File: src/rtl/core/mmnp_pkg.sv
// Shared types, constants and lookup functions of the music-macro note parser.
// No dependencies; every other file of the block refers to it by scoped names.
package mmnp_pkg;

  localparam int VOICES_DEF  = 4;
  localparam int PITCH_DEF   = 72;
  localparam int TABLE_SIZE  = 72;
  localparam int LEN_W       = 24;
  localparam int PROD_W      = 40;   // 16-bit scale times 24-bit length
  localparam int CNT_W       = 6;
  localparam int POS_W       = 32;

  // 3600 frames per minute in Q16.16 over 4096 length units per quarter
  localparam logic [15:0] FRAME_SCALE = 16'd57600;
  localparam logic [7:0]  MIN_TEMPO   = 8'd30;
  localparam logic [7:0]  MAX_TEMPO   = 8'd250;
  localparam logic [7:0]  TEMPO_RESET = 8'd120;
  localparam logic [23:0] LEN_RESET   = 24'd4096;
  localparam logic [7:0]  DUTY_BASE   = 8'd128;
  localparam logic [7:0]  HIGH_BASE   = 8'd48;

  typedef enum logic [1:0] {
    EV_NOTE  = 2'd0,
    EV_REST  = 2'd1,
    EV_ERROR = 2'd2
  } event_kind_t;

  typedef enum logic [3:0] {
    ERR_NONE    = 4'd0,
    ERR_TEMPO   = 4'd1,
    ERR_OCTAVE  = 4'd2,
    ERR_MCMD    = 4'd3,
    ERR_VOLUME  = 4'd4,
    ERR_NOTELEN = 4'd5,
    ERR_RESTLEN = 4'd6,
    ERR_SYNTAX  = 4'd7,
    ERR_PITCH   = 4'd8
  } error_code_t;

  typedef enum logic [8:0] {
    PH_IDLE    = 9'b000000001,
    PH_TEMPO   = 9'b000000010,
    PH_OCT     = 9'b000000100,
    PH_VOL     = 9'b000001000,
    PH_LEN     = 9'b000010000,
    PH_RESTNUM = 9'b000100000,
    PH_RESTDOT = 9'b001000000,
    PH_NOTEACC = 9'b010000000,
    PH_NOTEDOT = 9'b100000000
  } phase_t;

  typedef enum logic [4:0] {
    S_IDLE = 5'b00001,
    S_DISP = 5'b00010,
    S_MUL  = 5'b00100,
    S_DIV  = 5'b01000,
    S_REC  = 5'b10000
  } ctrl_state_t;

  typedef struct packed {
    logic decode;
    logic start_mul;
    logic div_step;
    logic load_rec;
    logic load_err;
  } dp_cmd_t;

  typedef struct packed {
    logic has_rec;
    logic has_err;
    logic div_last;
    logic out_free;
  } dp_stat_t;

  function automatic logic [10:0] period_lookup(input logic [6:0] idx);
    logic [10:0] p;
    case (idx)
      7'd0:  p = 11'd2033; 7'd1:  p = 11'd1928; 7'd2:  p = 11'd1803; 7'd3:  p = 11'd1720;
      7'd4:  p = 11'd1620; 7'd5:  p = 11'd1531; 7'd6:  p = 11'd1433; 7'd7:  p = 11'd1363;
      7'd8:  p = 11'd1285; 7'd9:  p = 11'd1215; 7'd10: p = 11'd1140; 7'd11: p = 11'd1075;
      7'd12: p = 11'd1016; 7'd13: p = 11'd955;  7'd14: p = 11'd908;  7'd15: p = 11'd853;
      7'd16: p = 11'd804;  7'd17: p = 11'd760;  7'd18: p = 11'd716;  7'd19: p = 11'd677;
      7'd20: p = 11'd638;  7'd21: p = 11'd604;  7'd22: p = 11'd570;  7'd23: p = 11'd537;
      7'd24: p = 11'd507;  7'd25: p = 11'd479;  7'd26: p = 11'd452;  7'd27: p = 11'd426;
      7'd28: p = 11'd403;  7'd29: p = 11'd379;  7'd30: p = 11'd359;  7'd31: p = 11'd339;
      7'd32: p = 11'd320;  7'd33: p = 11'd301;  7'd34: p = 11'd248;  7'd35: p = 11'd269;
      7'd36: p = 11'd253;  7'd37: p = 11'd239;  7'd38: p = 11'd225;  7'd39: p = 11'd213;
      7'd40: p = 11'd201;  7'd41: p = 11'd190;  7'd42: p = 11'd179;  7'd43: p = 11'd169;
      7'd44: p = 11'd159;  7'd45: p = 11'd150;  7'd46: p = 11'd142;  7'd47: p = 11'd134;
      7'd48: p = 11'd126;  7'd49: p = 11'd119;  7'd50: p = 11'd112;  7'd51: p = 11'd106;
      7'd52: p = 11'd100;  7'd53: p = 11'd94;   7'd54: p = 11'd89;   7'd55: p = 11'd84;
      7'd56: p = 11'd79;   7'd57: p = 11'd75;   7'd58: p = 11'd70;   7'd59: p = 11'd66;
      7'd60: p = 11'd63;   7'd61: p = 11'd59;   7'd62: p = 11'd56;   7'd63: p = 11'd52;
      7'd64: p = 11'd49;   7'd65: p = 11'd47;   7'd66: p = 11'd44;   7'd67: p = 11'd41;
      7'd68: p = 11'd39;   7'd69: p = 11'd37;   7'd70: p = 11'd35;   7'd71: p = 11'd33;
      default: p = 11'd0;
    endcase
    return p;
  endfunction

  function automatic logic [23:0] length_code(input logic [15:0] n);
    logic [23:0] l;
    case (n)
      16'd1:   l = 24'd16384;
      16'd2:   l = 24'd8192;
      16'd4:   l = 24'd4096;
      16'd8:   l = 24'd2048;
      16'd16:  l = 24'd1024;
      default: l = 24'd0;
    endcase
    return l;
  endfunction

  // dotted length: l + l/2, saturating
  function automatic logic [23:0] grow(input logic [23:0] l);
    logic [24:0] s;
    s = {1'b0, l} + {2'b00, l[23:1]};
    return s[24] ? 24'hFFFFFF : s[23:0];
  endfunction

  function automatic logic [4:0] semitone_of(input logic [2:0] letter);
    logic [4:0] s;
    case (letter)
      3'd0:    s = 5'd9;
      3'd1:    s = 5'd11;
      3'd2:    s = 5'd0;
      3'd3:    s = 5'd2;
      3'd4:    s = 5'd4;
      3'd5:    s = 5'd5;
      3'd6:    s = 5'd7;
      default: s = 5'd0;
    endcase
    return s;
  endfunction

endpackage

File: src/rtl/core/mmnp_ctrl.sv
// Sequencing state machine of the music-macro note parser.
// Depends on mmnp_pkg; drives the commands of mmnp_dp and reads its status.
module mmnp_ctrl (
  input  logic               clk,
  input  logic               rst_n,
  input  logic               in_valid,
  output logic               in_stall,
  input  mmnp_pkg::dp_stat_t stat,
  output mmnp_pkg::dp_cmd_t  cmd
);

  mmnp_pkg::ctrl_state_t state_r, state_nxt;

  assign in_stall = (state_r != mmnp_pkg::S_IDLE);

  always_comb begin
    state_nxt     = state_r;
    cmd           = '0;
    case (state_r)
      mmnp_pkg::S_IDLE: begin
        if (in_valid) begin
          cmd.decode = 1'b1;
          state_nxt  = mmnp_pkg::S_DISP;
        end
      end
      mmnp_pkg::S_DISP: begin
        if (stat.has_rec) begin
          state_nxt = mmnp_pkg::S_MUL;
        end else if (stat.has_err) begin
          state_nxt = mmnp_pkg::S_REC;
        end else begin
          state_nxt = mmnp_pkg::S_IDLE;
        end
      end
      mmnp_pkg::S_MUL: begin
        cmd.start_mul = 1'b1;
        state_nxt     = mmnp_pkg::S_DIV;
      end
      mmnp_pkg::S_DIV: begin
        cmd.div_step = 1'b1;
        if (stat.div_last) begin
          state_nxt = mmnp_pkg::S_REC;
        end
      end
      mmnp_pkg::S_REC: begin
        // note/rest record first, error record after it
        if (stat.out_free) begin
          if (stat.has_rec) begin
            cmd.load_rec = 1'b1;
            state_nxt    = stat.has_err ? mmnp_pkg::S_REC : mmnp_pkg::S_IDLE;
          end else begin
            cmd.load_err = 1'b1;
            state_nxt    = mmnp_pkg::S_IDLE;
          end
        end
      end
      default: state_nxt = mmnp_pkg::S_IDLE;
    endcase
  end

  always_ff @(posedge clk) begin
    if (!rst_n) begin
      state_r <= mmnp_pkg::S_IDLE;
    end else begin
      state_r <= state_nxt;
    end
  end

  a_mul_to_div: assert property (@(posedge clk) disable iff (!rst_n)
    state_r == mmnp_pkg::S_MUL |=> state_r == mmnp_pkg::S_DIV)
    else $error("multiply not followed by divide");
  a_div_holds: assert property (@(posedge clk) disable iff (!rst_n)
    (state_r == mmnp_pkg::S_DIV && !stat.div_last) |=> state_r == mmnp_pkg::S_DIV)
    else $error("divide left early");
  a_one_load: assert property (@(posedge clk) disable iff (!rst_n)
    !(cmd.load_rec && cmd.load_err))
    else $error("two record loads in one cycle");

endmodule

File: src/rtl/core/mmnp_dp.sv
// Datapath of the music-macro note parser: character decode, parser state,
// length scaling multiplier, bit-serial tempo divider, frame positions, output register.
// Depends on mmnp_pkg; controlled by mmnp_ctrl.
module mmnp_dp #(
  parameter int VOICES        = mmnp_pkg::VOICES_DEF,
  parameter int PITCH_ENTRIES = mmnp_pkg::PITCH_DEF
) (
  input  logic               clk,
  input  logic               rst_n,
  input  mmnp_pkg::dp_cmd_t  cmd,
  output mmnp_pkg::dp_stat_t stat,
  input  logic [7:0]         in_char_code,
  input  logic [1:0]         in_voice,
  output logic               out_valid,
  input  logic               out_stall,
  output logic [1:0]         out_event_kind,
  output logic [7:0]         out_frame_count,
  output logic [7:0]         out_voice_mask,
  output logic [7:0]         out_duty_volume,
  output logic [0:0]         out_sweep_byte,
  output logic [7:0]         out_timer_low,
  output logic [7:0]         out_timer_high_load,
  output logic [3:0]         out_error_code,
  output logic               out_last
);

  localparam int VW        = (VOICES > 1) ? $clog2(VOICES) : 1;

  // parser state
  logic [7:0]                       tempo_r, tempo_nxt;
  logic [4:0]                       vol_r, vol_nxt;
  logic [4:0]                       oct_r, oct_nxt;
  logic [mmnp_pkg::LEN_W-1:0]       deflen_r, deflen_nxt;
  mmnp_pkg::phase_t                 phase_r, phase_nxt;
  logic [15:0]                      digit_r, digit_nxt;
  logic [4:0]                       semi_r, semi_nxt;
  logic [mmnp_pkg::LEN_W-1:0]       plen_r, plen_nxt;
  logic                             halted_r;
  logic [mmnp_pkg::POS_W-1:0]       pos_r [VOICES];

  // latched outcome of one character
  logic                             has_rec_r;
  mmnp_pkg::error_code_t            err_r;
  mmnp_pkg::event_kind_t            rkind_r;
  logic [mmnp_pkg::LEN_W-1:0]       rlen_r;
  logic [VW-1:0]                    rvoice_r;
  logic [7:0]                       rduty_r, rtlo_r, rthi_r;

  // divider
  logic [mmnp_pkg::PROD_W-1:0]      dvd_r;
  logic [7:0]                       rem_r;
  logic [mmnp_pkg::CNT_W-1:0]       cnt_r;

  // output register
  logic                             ov_r;
  mmnp_pkg::event_kind_t            o_kind_r;
  logic [7:0]                       o_frames_r, o_mask_r, o_duty_r, o_tlo_r, o_thi_r;
  mmnp_pkg::error_code_t            o_err_r;
  logic                             o_last_r;

  // decode signals
  logic [7:0]                       c;
  logic                             is_digit, eol, dispatch, rec_note, rec_rest;
  logic [3:0]                       dval;
  logic [19:0]                      acc;
  logic [mmnp_pkg::LEN_W-1:0]       lcode, rec_len;
  mmnp_pkg::error_code_t            err;
  logic signed [9:0]                idx_s;
  logic                             idx_ok;
  logic [6:0]                       ix;
  logic [2:0]                       sh;
  logic [10:0]                      period;
  logic [2:0]                       vm;
  logic [7:0]                       duty;

  always_comb begin
    c = in_char_code;
    if (c inside {["A":"Z"]}) c = c + 8'd32;
    is_digit = c inside {["0":"9"]};
    dval     = c[3:0];
    eol      = (c == 8'h0A) || (c == 8'h00);
    acc      = {4'b0, digit_r} * 20'd10 + {16'b0, dval};
    lcode    = mmnp_pkg::length_code(digit_r);

    // pitch of the pending note
    idx_s  = $signed({1'b0, 9'(9'(oct_r) * 9'd12)}) + $signed({{5{semi_r[4]}}, semi_r});
    idx_ok = !idx_s[9] && (idx_s < 10'(PITCH_ENTRIES));
    ix     = idx_s[6:0];
    sh     = '0;
    for (int i = 0; i < 4; i++) begin
      if (ix >= 7'(mmnp_pkg::TABLE_SIZE)) begin
        ix = ix - 7'd12;
        sh = sh + 3'd1;
      end
    end
    period = mmnp_pkg::period_lookup(ix) >> sh;
    duty   = ((vol_r == 5'd31) ? 8'd0 : {3'b0, vol_r}) + mmnp_pkg::DUTY_BASE;

    vm = {1'b0, in_voice};
    for (int i = 0; i < 4; i++) begin
      if (vm >= 3'(VOICES)) vm = vm - 3'(VOICES);
    end

    tempo_nxt  = tempo_r;
    vol_nxt    = vol_r;
    oct_nxt    = oct_r;
    deflen_nxt = deflen_r;
    phase_nxt  = phase_r;
    digit_nxt  = digit_r;
    semi_nxt   = semi_r;
    plen_nxt   = plen_r;
    rec_note   = 1'b0;
    rec_rest   = 1'b0;
    rec_len    = plen_r;
    err        = mmnp_pkg::ERR_NONE;
    dispatch   = 1'b0;

    case (phase_r)
      mmnp_pkg::PH_TEMPO, mmnp_pkg::PH_VOL, mmnp_pkg::PH_LEN, mmnp_pkg::PH_RESTNUM: begin
        if (is_digit) begin
          digit_nxt = (acc > 20'hFFFF) ? 16'hFFFF : acc[15:0];
        end else begin
          case (phase_r)
            mmnp_pkg::PH_TEMPO: begin
              if (digit_r < 16'(mmnp_pkg::MIN_TEMPO) || digit_r > 16'(mmnp_pkg::MAX_TEMPO)) begin
                err = mmnp_pkg::ERR_TEMPO;
              end else begin
                tempo_nxt = digit_r[7:0];
                dispatch  = 1'b1;
              end
            end
            mmnp_pkg::PH_VOL: begin
              if (digit_r > 16'd31) begin
                err = mmnp_pkg::ERR_VOLUME;
              end else begin
                vol_nxt  = digit_r[4:0];
                dispatch = 1'b1;
              end
            end
            mmnp_pkg::PH_LEN: begin
              if (lcode == '0) begin
                err = mmnp_pkg::ERR_NOTELEN;
              end else begin
                deflen_nxt = lcode;
                dispatch   = 1'b1;
              end
            end
            default: begin
              if (lcode == '0) begin
                err = mmnp_pkg::ERR_RESTLEN;
              end else if (c == ".") begin
                plen_nxt  = mmnp_pkg::grow(lcode);
                phase_nxt = mmnp_pkg::PH_RESTDOT;
              end else begin
                rec_rest = 1'b1;
                rec_len  = lcode;
                dispatch = 1'b1;
              end
            end
          endcase
        end
      end
      mmnp_pkg::PH_RESTDOT: begin
        if (c == ".") begin
          plen_nxt = mmnp_pkg::grow(plen_r);
        end else begin
          rec_rest = 1'b1;
          dispatch = 1'b1;
        end
      end
      mmnp_pkg::PH_OCT: begin
        if (is_digit) begin
          oct_nxt   = {1'b0, dval};
          phase_nxt = mmnp_pkg::PH_IDLE;
        end else begin
          err = mmnp_pkg::ERR_OCTAVE;
        end
      end
      mmnp_pkg::PH_NOTEACC, mmnp_pkg::PH_NOTEDOT: begin
        if (phase_r == mmnp_pkg::PH_NOTEACC && (c == "#" || c == "-")) begin
          semi_nxt  = (c == "#") ? semi_r + 5'd1 : semi_r + 5'd31;
          phase_nxt = mmnp_pkg::PH_NOTEDOT;
        end else if (c == ".") begin
          plen_nxt  = mmnp_pkg::grow(plen_r);
          phase_nxt = mmnp_pkg::PH_NOTEDOT;
        end else if (!idx_ok) begin
          err = mmnp_pkg::ERR_PITCH;
        end else begin
          rec_note = 1'b1;
          dispatch = 1'b1;
        end
      end
      default: dispatch = 1'b1;
    endcase

    // character handled on its own
    if (dispatch) begin
      phase_nxt = mmnp_pkg::PH_IDLE;
      if (!eol) begin
        case (c)
          " ": ;
          "t": begin
            phase_nxt = mmnp_pkg::PH_TEMPO;
            digit_nxt = '0;
          end
          "o": phase_nxt = mmnp_pkg::PH_OCT;
          "m": err = mmnp_pkg::ERR_MCMD;
          "v": begin
            phase_nxt = mmnp_pkg::PH_VOL;
            digit_nxt = '0;
          end
          ">": oct_nxt = oct_nxt + 5'd1;
          "<": oct_nxt = oct_nxt + 5'd31;
          "l": begin
            phase_nxt = mmnp_pkg::PH_LEN;
            digit_nxt = '0;
          end
          "p": begin
            phase_nxt = mmnp_pkg::PH_RESTNUM;
            digit_nxt = '0;
          end
          default: begin
            if (c inside {["a":"g"]}) begin
              semi_nxt  = mmnp_pkg::semitone_of(3'(c - "a"));
              plen_nxt  = deflen_nxt;
              phase_nxt = mmnp_pkg::PH_NOTEACC;
            end else begin
              err = mmnp_pkg::ERR_SYNTAX;
            end
          end
        endcase
      end
    end
    if (err != mmnp_pkg::ERR_NONE) phase_nxt = mmnp_pkg::PH_IDLE;
  end

  // frame count from the quotient
  logic [mmnp_pkg::POS_W-1:0] pos_cur;
  logic [24:0]                sum_a, sum_b;
  logic [7:0]                 frames;

  always_comb begin
    pos_cur = pos_r[rvoice_r];
    sum_a   = {1'b0, pos_cur[23:0]} + {1'b0, dvd_r[23:0]} + 25'h8000;
    sum_b   = {1'b0, pos_cur[23:0]} + 25'h8000;
    frames  = sum_a[23:16] - sum_b[23:16];
  end

  logic [8:0] div_trial;
  assign div_trial = {rem_r, dvd_r[mmnp_pkg::PROD_W-1]};

  assign stat.has_rec  = has_rec_r;
  assign stat.has_err  = (err_r != mmnp_pkg::ERR_NONE);
  assign stat.div_last = (cnt_r == mmnp_pkg::CNT_W'(1));
  assign stat.out_free = !ov_r || !out_stall;

  always_ff @(posedge clk) begin
    if (!rst_n) begin
      tempo_r   <= mmnp_pkg::TEMPO_RESET;
      vol_r     <= '0;
      oct_r     <= '0;
      deflen_r  <= mmnp_pkg::LEN_RESET;
      phase_r   <= mmnp_pkg::PH_IDLE;
      digit_r   <= '0;
      semi_r    <= '0;
      plen_r    <= '0;
      halted_r  <= 1'b0;
      has_rec_r <= 1'b0;
      err_r     <= mmnp_pkg::ERR_NONE;
      ov_r      <= 1'b0;
      cnt_r     <= '0;
      for (int i = 0; i < VOICES; i++) pos_r[i] <= '0;
    end else begin
      if (cmd.decode) begin
        has_rec_r <= !halted_r && (rec_note || rec_rest);
        err_r     <= halted_r ? mmnp_pkg::ERR_NONE : err;
        if (!halted_r) begin
          tempo_r  <= tempo_nxt;
          vol_r    <= vol_nxt;
          oct_r    <= oct_nxt;
          deflen_r <= deflen_nxt;
          phase_r  <= phase_nxt;
          digit_r  <= digit_nxt;
          semi_r   <= semi_nxt;
          plen_r   <= plen_nxt;
          halted_r <= (err != mmnp_pkg::ERR_NONE);
        end
      end
      if (cmd.start_mul) begin
        cnt_r <= mmnp_pkg::CNT_W'(mmnp_pkg::PROD_W);
      end else if (cmd.div_step) begin
        cnt_r <= cnt_r - mmnp_pkg::CNT_W'(1);
      end
      if (cmd.load_rec) begin
        pos_r[rvoice_r] <= pos_cur + dvd_r[mmnp_pkg::POS_W-1:0];
        has_rec_r       <= 1'b0;
      end
      if (cmd.load_rec || cmd.load_err) begin
        ov_r <= 1'b1;
      end else if (!out_stall) begin
        ov_r <= 1'b0;
      end
    end
  end

  // payload registers
  always_ff @(posedge clk) begin
    if (cmd.decode) begin
      rkind_r  <= rec_note ? mmnp_pkg::EV_NOTE : mmnp_pkg::EV_REST;
      rlen_r   <= rec_len;
      rvoice_r <= vm[VW-1:0];
      rduty_r  <= rec_note ? duty : 8'd0;
      rtlo_r   <= rec_note ? period[7:0] : 8'd0;
      rthi_r   <= rec_note ? {5'b0, period[10:8]} + mmnp_pkg::HIGH_BASE : 8'd0;
    end
    if (cmd.start_mul) begin
      dvd_r <= mmnp_pkg::FRAME_SCALE * rlen_r;
      rem_r <= '0;
    end else if (cmd.div_step) begin
      if (div_trial >= {1'b0, tempo_r}) begin
        rem_r <= 8'(div_trial - {1'b0, tempo_r});
        dvd_r <= {dvd_r[mmnp_pkg::PROD_W-2:0], 1'b1};
      end else begin
        rem_r <= div_trial[7:0];
        dvd_r <= {dvd_r[mmnp_pkg::PROD_W-2:0], 1'b0};
      end
    end
    if (cmd.load_rec) begin
      o_kind_r   <= rkind_r;
      o_frames_r <= frames;
      o_mask_r   <= 8'(8'd3 << {rvoice_r, 1'b0});
      o_duty_r   <= rduty_r;
      o_tlo_r    <= rtlo_r;
      o_thi_r    <= rthi_r;
      o_err_r    <= mmnp_pkg::ERR_NONE;
      o_last_r   <= (err_r == mmnp_pkg::ERR_NONE);
    end else if (cmd.load_err) begin
      o_kind_r   <= mmnp_pkg::EV_ERROR;
      o_frames_r <= '0;
      o_mask_r   <= '0;
      o_duty_r   <= '0;
      o_tlo_r    <= '0;
      o_thi_r    <= '0;
      o_err_r    <= err_r;
      o_last_r   <= 1'b1;
    end
  end

  assign out_valid           = ov_r;
  assign out_event_kind      = o_kind_r;
  assign out_frame_count     = o_frames_r;
  assign out_voice_mask      = o_mask_r;
  assign out_duty_volume     = o_duty_r;
  assign out_sweep_byte      = 1'b0;
  assign out_timer_low       = o_tlo_r;
  assign out_timer_high_load = o_thi_r;
  assign out_error_code      = o_err_r;
  assign out_last            = o_last_r;

endmodule

File: src/rtl/core/music_macro_note_parser_top.sv
// Top level of the music-macro note parser: controller plus datapath.
// Depends on mmnp_pkg, mmnp_ctrl and mmnp_dp.
//
// Usage
//   Input channel (in_valid / in_stall): one character of a macro line per
//   transaction, with the sound channel it belongs to. Output channel
//   (out_valid / out_stall): note, rest and error records, up to two per
//   character; out_last marks the final record of a character.
// Sequencing and throughput
//   A character that finishes no note or rest is decoded and dispatched. One that
//   finishes a note or rest passes through decode, dispatch, the 16x24 length
//   scaling, the one-bit-per-cycle restoring divide by tempo, and the record
//   load. An error record is loaded after any note or rest record.
//   The divider sets the rate; one character is in work at a time.
// Reset
//   Synchronous, active low: tempo 120, volume and octave 0, default length
//   one quarter, all channel positions 0, parser idle, not halted.
// Stalls
//   A record waits in the output register while out_stall is high. The next
//   character is still taken and decoded; its record waits for the register.
//   After an error record every later character is taken and dropped.
module music_macro_note_parser_top #(
  parameter int VOICES        = mmnp_pkg::VOICES_DEF,
  parameter int PITCH_ENTRIES = mmnp_pkg::PITCH_DEF
) (
  input  logic        clk,
  input  logic        rst_n,
  input  logic        in_valid,
  output logic        in_stall,
  input  logic [7:0]  in_char_code,
  input  logic [1:0]  in_voice,
  output logic        out_valid,
  input  logic        out_stall,
  output logic [1:0]  out_event_kind,
  output logic [7:0]  out_frame_count,
  output logic [7:0]  out_voice_mask,
  output logic [7:0]  out_duty_volume,
  output logic [0:0]  out_sweep_byte,
  output logic [7:0]  out_timer_low,
  output logic [7:0]  out_timer_high_load,
  output logic [3:0]  out_error_code,
  output logic        out_last
);

  mmnp_pkg::dp_cmd_t  cmd;
  mmnp_pkg::dp_stat_t stat;

  mmnp_ctrl u_ctrl (
    .clk      (clk),
    .rst_n    (rst_n),
    .in_valid (in_valid),
    .in_stall (in_stall),
    .stat     (stat),
    .cmd      (cmd)
  );

  mmnp_dp #(
    .VOICES        (VOICES),
    .PITCH_ENTRIES (PITCH_ENTRIES)
  ) u_dp (
    .clk                 (clk),
    .rst_n               (rst_n),
    .cmd                 (cmd),
    .stat                (stat),
    .in_char_code        (in_char_code),
    .in_voice            (in_voice),
    .out_valid           (out_valid),
    .out_stall           (out_stall),
    .out_event_kind      (out_event_kind),
    .out_frame_count     (out_frame_count),
    .out_voice_mask      (out_voice_mask),
    .out_duty_volume     (out_duty_volume),
    .out_sweep_byte      (out_sweep_byte),
    .out_timer_low       (out_timer_low),
    .out_timer_high_load (out_timer_high_load),
    .out_error_code      (out_error_code),
    .out_last            (out_last)
  );

  // error records and only they carry a code
  a_err_code: assert property (@(posedge clk) disable iff (!rst_n)
    out_valid |-> ((out_event_kind == mmnp_pkg::EV_ERROR) == (out_error_code != 4'd0)))
    else $error("error code and record kind disagree");
  a_err_last: assert property (@(posedge clk) disable iff (!rst_n)
    cmd.load_err |=> (out_valid && out_last && out_event_kind == mmnp_pkg::EV_ERROR))
    else $error("error record not final");
  a_rec_kind: assert property (@(posedge clk) disable iff (!rst_n)
    cmd.load_rec |=> (out_valid && out_event_kind != mmnp_pkg::EV_ERROR))
    else $error("note/rest record lost");

endmodule

File: config.mk
export PLATFORM = sky130hd
export DESIGN_NAME = music_macro_note_parser_top
export DESIGN_NICKNAME = d
export VERILOG_FILES = /design/src/rtl/core/mmnp_pkg.sv /design/src/rtl/core/mmnp_ctrl.sv /design/src/rtl/core/mmnp_dp.sv /design/src/rtl/core/music_macro_note_parser_top.sv
export SDC_FILE = /design/constraint.sdc
export NUM_CORES = 1
export LEC_CHECK = 0
export BUFFER_PORTS_ARGS = -buffer_cell sky130_fd_sc_hd__buf_2
export CORE_MARGIN = 10
export CORE_UTILIZATION = 65
export DETAILED_ROUTE_END_ITERATION = 7
export PLACE_DENSITY = 0.82
export SETUP_SLACK_MARGIN = 0.5
export SYNTH_ARGS = -nofsm -noshare
export SYNTH_HDL_FRONTEND = slang
export SYNTH_HIERARCHICAL = 1
export SYNTH_SLANG_ARGS = --single-unit
File: constraint.sdc
create_clock -name clk -period 10.42 [get_ports clk]
set_clock_uncertainty 0.1 [all_clocks]
set_input_delay 1.042 -clock clk [delete_from_list [all_inputs] [get_ports clk]]
set_output_delay 1.042 -clock clk [all_outputs]
set_load 0.02 [all_outputs]
==> impl_metrics.json <==
{
  "status": "completed",
  "grt_pass1_wl_um": 101800,
  "ys_types": 101,
  "antenna_found_initial": 0,
  "fmax_mhz": 113.6,
  "synth_top_area_share": 0.2388,
  "die_h_um": 216.7,
  "layout-drive-gt1-share": 0.08870,
  "synth_edf_count": 200,
  "grt_max_degree": 59,
  "clock_power_share": 0.327,
  "p_sw_frac": 0.3298,
  "ys_seq_area_frac": 0.3471,
  "io_buffer_count": 57,
  "syn-mean-instance-area_um2": 9.384,
  "wl_per_cell_um": 19.10,
  "synth-compound-area-share": 0.1758,
  "worstPathRequired_ns": 10.69,
  "grt_overflow_total": 0,
  "worst_path_largest_cell_delay_ns": 0.83,
  "clkLatencyLatePin_ns": 0.56,
  "place_ws_ns": 1.726,
  "post-cts-setup-buffers": 0,
  "crit_top_cell": "ha_1",
  "ys.flop_type": "edfxtp_1",
  "fp.dieW_um": 216.7,
  "crit_fanout": 25,
  "cts_tree": "done",
  "drt_first_pass_iters": 7,
  "rows": 71,
  "syn_area_um2": 25150,
  "via_count": 20210,
  "drc": 0,
  "slew_headroom": 0.1793,
  "synth_cells": 2680,
  "intPower_uw": 2848,
  "clk_path_buf_depth": 3,
  "clk_pin_slew_worst_paths_ns": 0.06,
  "max_cap_viol_count": 0,
  "diodes": 0,
  "ys_warn_count": 6,
  "htree_levels": 2,
  "cts.sinks": 336,
  "cts_resized": 0,
  "detail_route.iter0.violations": 1898,
  "period_share": 0.8447,
  "routed_via_density": 6.259,
  "leakage_uw": 0.01170,
  "die_area_um2": 46960,
  "fin_util": 0.7134,
  "track_usage": 0.2596,
  "synth_area_leaders": "edfxtp_1 (24%), ha_1 (12%), dfxtp_1 (11%)",
  "synth_top_family_by_area": "adder cells",
  "setup_ws_ns": 1.618,
  "setup_viol": 0,
  "slowest_stage": "nor2_2",
  "place_hpwl_um": 43260,
  "seq_power_share": 0.349,
  "peakVddDrop_uv": 121.8,
  "startpoint_type": "flip-flop",
  "synth_adder_area_share": 0.1784,
  "fin_tns_setup_ns": 0,
  "min_period_ns": 8.802,
  "yosysTopAreaCell": "edfxtp_1",
  "crit_type": "flip-flop to flip-flop",
  "gp_congestion": 0.9479,
  "drt.antenna.violating_nets": 0,
  "tightest_slew_ns": 1.226,
  "synth-xor-area-share": 0.04707,
  "num_io_pins": 64,
  "root_buffer": "clkbuf_16",
  "critPathArrivalTime_ns": 9.07,
  "cts_made_buffers": 39,
  "cellPowerDensity_nw_per_um2": 157.1,
  "worstSetupEndpointType": "flip-flop",
  "synth-simple-area-share": 0.1534,
  "min_path_type": "flip-flop to flip-flop",
  "p_sw_uw": 1402,
  "cts_hold_buf": 0,
  "ys_ff_latch": 336,
  "power_frac_comb": 0.324,
  "final_max_slew_viol_count": 0,
  "initial_utilization": 0.6630,
  "async_reset_ff_frac": 0,
  "rsz0062_at_grt": "false",
  "fin_nets": 3016,
  "grt_pass1_vias": 20150,
  "finalHoldViolations": 0,
  "core-area_um2": 37930,
  "finalWirelength_um": 61640,
  "synthMuxAreaShare": 0.04388,
  "area_growth_pct": 7.602
}
## layout by cell type, fill, tap and decap left out, types with 23 or more instances in the layout
cell / instances
dfxtp_1: 136
and3_1: 36
nand2_1: 201
a211oi_1: 32
buf_4: 26
nand3_1: 44
xor2_1: 56
mux4_2: 23
buf_2: 57
o211ai_1: 23
fa_1: 71
o21ai_0: 163
nor3_1: 48
xnor2_1: 76
nor2_1: 282
mux2i_1: 45
a21oi_1: 148
clkbuf_16: 40
ha_1: 245
a21o_1: 34
and2_1: 47
nand2b_1: 36
a22o_1: 27
inv_1: 216
edfxtp_1: 200
## state kept, by name (all words and copies together) (netlist names), 9 cells and up, named ones only
name / flops
u_dp/pos_r: 92
u_dp/dvd_r: 40
u_dp/deflen_r: 24
u_dp/plen_r: 24
u_dp/rlen_r: 24
u_dp/digit_r: 16
u_dp/phase_r: 9
## worst paths after layout
check | start | end | slack (ns) | cells past startpoint
setup reg to reg | u_dp/oct_r[1]$_SDFFE_PN0P_ | u_dp/rtlo_r[4]$_SDFFCE_PN0P_ | 1.62 | 33
setup / recovery | u_dp/oct_r[1]$_SDFFE_PN0P_ | u_dp/rtlo_r[4]$_SDFFCE_PN0P_ | 1.62 | 33
hold / removal | u_dp/rem_r[7]$_SDFFE_PP0P_ | u_dp/rem_r[7]$_SDFFE_PP0P_ | 0.37 | 2
hold reg to reg | u_dp/rem_r[7]$_SDFFE_PP0P_ | u_dp/rem_r[7]$_SDFFE_PP0P_ | 0.37 | 2
## area by class of cell
class                      instances  area [µm²]
multi-input combinational       2007       15090
fill                            2774       10870
sequential                       336        8728
clock buffer                      51        1082
inverter                         219       822.0
tap                              511       639.4
timing repair buffer              83       480.5
clock inverter                    21       221.5
## synth_stat cells, types with 56 or more instances
master / n
clkbuf_1: 87
edfxtp_1: 200
xnor2_1: 76
nor2_1: 284
nand2_1: 201
inv_1: 216
o21ai_0: 163
ha_1: 245
xor2_1: 56
dfxtp_1: 136
a21oi_1: 148
fa_1: 71
## per-layer routing
layer  share of wire  track usage
met5               0            0
met4           0.026      0.08623
met3           0.069      0.04708
met2            0.48       0.4333
met1            0.43       0.3342
## cell families after synthesis
kind of cell               Yosys count
and+or+nand+nor                    814
AOI/OAI and AO/OA                  658
buffers and inverters              342
DFF                                336
adders and majority gates          316
xor gates and xnor gates           133
muxes                               80
other                                1
## worst max-delay path, delay by kind of cell (launching register included)
kind	cells	cell delay, ns
flip-flops	1	0.43
AND/OR/NAND/NOR	9	2.25
XOR/XNOR	1	0.19
adder cells (fa/ha/maj)	6	1.58
buffers and inverters	4	0.38
AO/OA/AOI/OAI	13	3.66
## power groups by stage
stage	clock (µW)	combinational (µW)	sequential [µW]
2_1_floorplan	0	1080	1500
3_3_place_gp	0	1290	1510
3_5_place_dp	0	1340	1510
4_1_cts	1410	1370	1480
5_1_grt	1460	1550	1490
6_report	1390	1380	1480
## through the flow
step,total power (µW),cells,hold WS [ns],instance area [µm²]
after floorplan,2581,2685,0.3257,25170
after global placement,2796,3156,0.3387,25760
after detailed placement,2848,3156,0.3507,25760
after CTS,4260,3228,0.3646,27060
after global routing,4504,3228,0.3940,27060
final,4250,3228,0.3690,27060
Note: power is estimated with default switching activity, not from simulation.
